===== src/hdl/wzn_pkg.sv =====
// wzn_pkg: shared constants, types and state encoding for the z-score normalizer
// no dependencies
`timescale 1ns / 1ps
package wzn_pkg;
   localparam int MAX_SAMPLES = 64;
   localparam int IDX_W = $clog2(MAX_SAMPLES);
   localparam int CNT_W = $clog2(MAX_SAMPLES + 1);
   localparam logic [47:0] SUM_MAX = 48'hFFFF_FFFF_FFFF;

   // divider jobs
   localparam logic [1:0] DIV_MEAN = 2'd0;
   localparam logic [1:0] DIV_VAR  = 2'd1;
   localparam logic [1:0] DIV_NORM = 2'd2;

   typedef enum logic [3:0] {
      ST_IDLE,
      ST_LD_DIV,
      ST_LD_MUL,
      ST_LD_WAIT,
      ST_LD_PROD,
      ST_LD_ACC,
      ST_SD_DIV,
      ST_SD_SQRT,
      ST_RD,
      ST_NM_DIV,
      ST_OUT
   } state_type;

   // controller to datapath
   typedef struct packed {
      logic load;        // capture input item
      logic store_wr;    // write sample store
      logic div_start;   // start divider
      logic mul_step;    // form deviation products
      logic acc;         // accumulate sums
      logic sqrt_start;  // start root
      logic rd;          // read sample store
      logic clr;         // clear run state
      logic [1:0] sel;   // divider job
   } cmd_type;

   // datapath to controller
   typedef struct packed {
      logic div_done;
      logic sqrt_done;
      logic full;
      logic fin;
      logic empty;
      logic last;
   } sts_type;
endpackage


===== src/hdl/wzn_control.sv =====
// wzn_control: sequencer for load, deviation and output phases
// depends on wzn_pkg
`timescale 1ns / 1ps
module wzn_control import wzn_pkg::*; (
   input  logic clock,
   input  logic reset,
   input  logic req_valid,
   output logic req_ready,
   output logic rsp_valid,
   input  logic rsp_ready,
   input  sts_type sts,
   output cmd_type cmd
);
   state_type st_ff, st_in;
   always_ff @(posedge clock) begin
      if (reset) st_ff <= ST_IDLE;
      else st_ff <= st_in;
   end
   always_comb begin
      st_in = st_ff;
      cmd = '0;
      req_ready = 1'b0;
      rsp_valid = 1'b0;
      case (st_ff)
         ST_IDLE: begin
            req_ready = 1'b1;
            if (req_valid) begin
               cmd.load = 1'b1;
               st_in = ST_LD_DIV;
            end
         end
         ST_LD_DIV: begin
            if (!sts.full) begin
               cmd.store_wr = 1'b1;
               st_in = ST_LD_MUL;
            end else if (sts.fin) st_in = sts.empty ? ST_IDLE : ST_SD_DIV;
            else st_in = ST_IDLE;
         end
         ST_LD_MUL: begin
            // deviation against old mean latched; start mean step
            cmd.div_start = 1'b1;
            cmd.sel = DIV_MEAN;
            st_in = ST_LD_WAIT;
         end
         ST_LD_WAIT: begin
            // new mean lands on the done cycle
            if (sts.div_done) st_in = ST_LD_PROD;
         end
         ST_LD_PROD: begin
            cmd.mul_step = 1'b1;
            st_in = ST_LD_ACC;
         end
         ST_LD_ACC: begin
            cmd.acc = 1'b1;
            st_in = sts.fin ? ST_SD_DIV : ST_IDLE;
         end
         ST_SD_DIV: begin
            cmd.div_start = 1'b1;
            cmd.sel = DIV_VAR;
            st_in = ST_SD_SQRT;
         end
         ST_SD_SQRT: begin
            if (sts.div_done) cmd.sqrt_start = 1'b1;
            if (sts.sqrt_done) begin
               cmd.rd = 1'b1;
               st_in = ST_RD;
            end
         end
         ST_RD: begin
            cmd.div_start = 1'b1;
            cmd.sel = DIV_NORM;
            st_in = ST_NM_DIV;
         end
         ST_NM_DIV: begin
            if (sts.div_done) st_in = ST_OUT;
         end
         ST_OUT: begin
            rsp_valid = 1'b1;
            if (rsp_ready) begin
               if (sts.last) begin
                  cmd.clr = 1'b1;
                  st_in = ST_IDLE;
               end else begin
                  cmd.rd = 1'b1;
                  st_in = ST_RD;
               end
            end
         end
         default: st_in = ST_IDLE;
      endcase
   end
endmodule

===== config.mk =====
export PLATFORM = sky130hd
export DESIGN_NAME = wzn_control
export DESIGN_NICKNAME = d
export VERILOG_FILES = /design/src/hdl/wzn_pkg.sv /design/src/hdl/wzn_control.sv
export SDC_FILE = /design/constraint.sdc
export NUM_CORES = 1
export LEC_CHECK = 0
export BUFFER_PORTS_ARGS = -buffer_cell sky130_fd_sc_hd__buf_4
export CELL_PAD_IN_SITES_DETAIL_PLACEMENT = 1
export CELL_PAD_IN_SITES_GLOBAL_PLACEMENT = 2
export CORE_MARGIN = 3
export CORE_UTILIZATION = 20
export CTS_BUF_LIST = sky130_fd_sc_hd__clkbuf_16
export DETAILED_ROUTE_END_ITERATION = 8
export GPL_TIMING_DRIVEN = 0
export PLACE_DENSITY = 0.74
export SETUP_SLACK_MARGIN = 0.2
export SLEW_MARGIN = 0
export SYNTH_ARGS = -nofsm -noshare
export SYNTH_HDL_FRONTEND = slang
export SYNTH_SLANG_ARGS = --single-unit

===== constraint.sdc =====
create_clock -name clock -period 1.3 [get_ports clock]
set_input_delay 0 -clock clock [delete_from_list [all_inputs] [get_ports clock]]
set_output_delay 0 -clock clock [all_outputs]
set_load 0.005 [all_outputs]

==> results.toml <==
[run_status]
run_status = "finished, violations left"
violations = "setup timing"

[drt]
wirelength_mm = 2.02
wl_per_cell_um = 15.4
antenna_left = 0
dr.pass1.iters = 4
drtIter0Drc = 7
vias_per_cell = 4.77
drc = 0
vias = 625

[worst_setup_path]
cp.arrival_ns = 1.46
slowest_stage = "dfxtp_2"
cp_cell_sequence = "buf_8, nor3_2, o21ai_4, o211a_4, a311oi_2"
r2r_cells = 5
cp-start-kind = "register"
reg2reg_from = "st_ff[3]$_SDFFE_PP0P_"
timing.rr.end = "st_ff[1]$_SDFFE_PP0P_"
max_stage_delay_ns = 0.32
endpoint_kind = "register"
crit_fanout = 9
worstSetupPathType = "register to register"
required_ns = 1.42
ff2ff_setup_slack_ns = -0.04

[global_route]
antenna_found_initial = 0
track_usage = 0.132
grt_max_degree = 11
grt_pass1_vias = 590
grt-ovfl-total = 0
grt_pass1_wl_mm = 2.74

[synthesis]
synth_common_cells = "nor2_1, nand2_1, nand2b_1"
syn_area_um2 = 454
ys_seq_area_frac = 0.176
ys_seq_elements = 4
synth_top_area_frac = 0.176
synth_top_area_cell = "dfxtp_1"
synth.top_cells.by_area = "dfxtp_1, nand2b_1, nor2_1"
synthesis.nets = 71
synth_cells = 61
async_flop_share = 0
synth_flop_cell = "dfxtp_1"
yosysMostFrequentCell = "nor2_1"
syn_area_per_cell_um2 = 7.45
ys.warnings.count = 0
synth_edf_count = 0
ys_types = 29

[finish]
nets = 116
area_growth_pct = 131
largest_reg_flops = 4
drive_gt1_frac = 0.731
final_cell_count_no_fill = 131
largest-register = "st_ff"
fill_cells = 241
antenna_cells = 0
largestRegisters = "st_ff x4"

[clock_network]
numCtsBuffers = 3
cts_buffer_depth = 2
htree_levels = 1
root_buffer = "clkbuf_16"
clk_latency_ns = 0.22
clock_sink_count = 4
cts_tree = "yes"
clk_pin_slew_ns = 0.03

[timing]
rsz0062_at_grt = "yes"
worst_pin_slew_ns = 0.302
setup_ws_ns = -0.0414
clock.fmax_mhz = 746
fin_crit_sh = 1.03
hold_viol = 0
drv_slew = 0
fin_skew_ns = 0.00394
whs_ns = 0.172
slew_headroom = 0.799
fin_crit_ns = 1.34
finalSetupViolations = 4

[place]
gp_congestion = 0.715
dp_hpwl_mm = 1.22
dpl.cell_count = 109
io_buffers = 21

[job]
drv_cap = 0

[pwr]
p_sw_frac = 0.373
p_clk_frac = 0.211
power_density_nw_per_um2 = 2150
p_comb_frac = 0.657
power_mw = 2.26
p_int_mw = 1.42
p_sw_mw = 0.842
p_leak_nw = 0.479
ir_drop_mv = 1.08
p_seq_frac = 0.132

[worst_hold_path]
whs_path_depth = 3
whs_endpoint = "st_ff[0]$_SDFFE_PP0P_"
hold_path.class = "primary input to register"
worstHoldStart = "sts[4]"

[floorplan]
fp.dieW_um = 53.7
die_area_um2 = 2880
core_um2 = 2060
rows = 16
start_util = 0.220
die_h_um = 53.7
io_pins = 22
## worst max-delay path by stage
stage	cells after the start	to	start	slack, ns
6_report	5	st_ff[1]$_SDFFE_PP0P_	st_ff[3]$_SDFFE_PP0P_	-0.04
4_1_cts	6	cmd[9]	st_ff[3]$_SDFFE_PP0P_	-0.0001
5_1_grt	4	st_ff[3]$_SDFFE_PP0P_	st_ff[1]$_SDFFE_PP0P_	-0.09
2_1_floorplan	5	st_ff[2]$_SDFFE_PP0P_	st_ff[3]$_SDFFE_PP0P_	0.16
3_3_place_gp	4	st_ff[2]$_SDFFE_PP0P_	st_ff[2]$_SDFFE_PP0P_	-0.04
3_5_place_dp	4	st_ff[2]$_SDFFE_PP0P_	st_ff[2]$_SDFFE_PP0P_	-0.08
## area by class of cell
class / count / area (µm²) / area share
clock buffer: 3 / 75.1 / 0.0716
buffer: 3 / 45.0 / 0.0430
tap: 27 / 33.8 / 0.0322
sequential: 4 / 92.6 / 0.0883
timing repair buffer: 40 / 325 / 0.310
inverter: 3 / 11.3 / 0.0107
multi-input combinational: 51 / 465 / 0.444
## metrics by stage
stage,setup slack (ns),area [µm²],util,TNS (ns)
final,-0.0414,1050,0.508,-0.0868
after global routing,-0.0880,1050,0.508,-0.406
after floorplan,0.157,485,-,0
after CTS,-0.000125,885,0.429,-0.000125
after detailed placement,-0.0816,677,0.328,-0.0816
after global placement,-0.0373,677,0.328,-0.0373
## logic make-up after synthesis
logic type	Yosys count	share of synthesized area
DFF	4	0.176
buffers and inverters	6	0.0826
xor gates and xnor gates	1	0.0193
muxes	2	0.0468
and+or+nand+nor	35	0.449
AOI/OAI and AO/OA	13	0.226
## power by group through the flow
| stage | Sequential, mW | Combinational [mW] | Clock [mW] |
|---|---|---|---|
| global route | 0.310 | 1.58 | 0.500 |
| finish | 0.299 | 1.48 | 0.476 |
| floorplan | 0.251 | 0.547 | 0 |
| detailed placement | 0.282 | 0.816 | 0 |
| CTS | 0.307 | 1.08 | 0.485 |
| global placement | 0.282 | 0.792 | 0 |
## what timing repair did
action | 4_1_cts | 5_1_grt
hold buffers | 1 | 0
pin swaps | 6 | 12
hold endpoints to repair | 2 | 0
buffers inserted | 7 | 11
gates resized for setup | 21 | 20
endpoints found under the setup margin | 15 | 16
## critical path, delay by kind of cell, from the launching register on
family / cells / cell delay [ns]
flip-flops: 1 / 0.32
buffers and inverters: 1 / 0.14
AO/OA/AOI/OAI: 3 / 0.54
AND/OR/NAND/NOR: 1 / 0.22
## layout by cell type (no fill, tap or decap), types with 2 or more instances in the layout
cell,instances
a311oi_2,3
buf_4,33
buf_6,6
buf_8,3
clkbuf_16,3
dfxtp_4,3
inv_1,2
nand2_1,6
nand2b_1,3
nand2b_4,2
nor2_1,2
nor2_2,2
nor2_4,4
nor3_2,3
nor3_4,2
o21ai_0,3
## per-layer routing
metal | part of all wire | wire length (µm) | global-route usage | vias to the layer above
li1 | - | - | - | 304
met1 | 0.41 | 835 | 0.153 | 302
met2 | 0.55 | 1110 | 0.249 | 19
met3 | 0.040 | 80 | 0.0249 | 0
met4 | 0 | 0 | 0.0255 | 0
met5 | 0 | 0 | 0 | -
(Power assumes the default switching activity.)
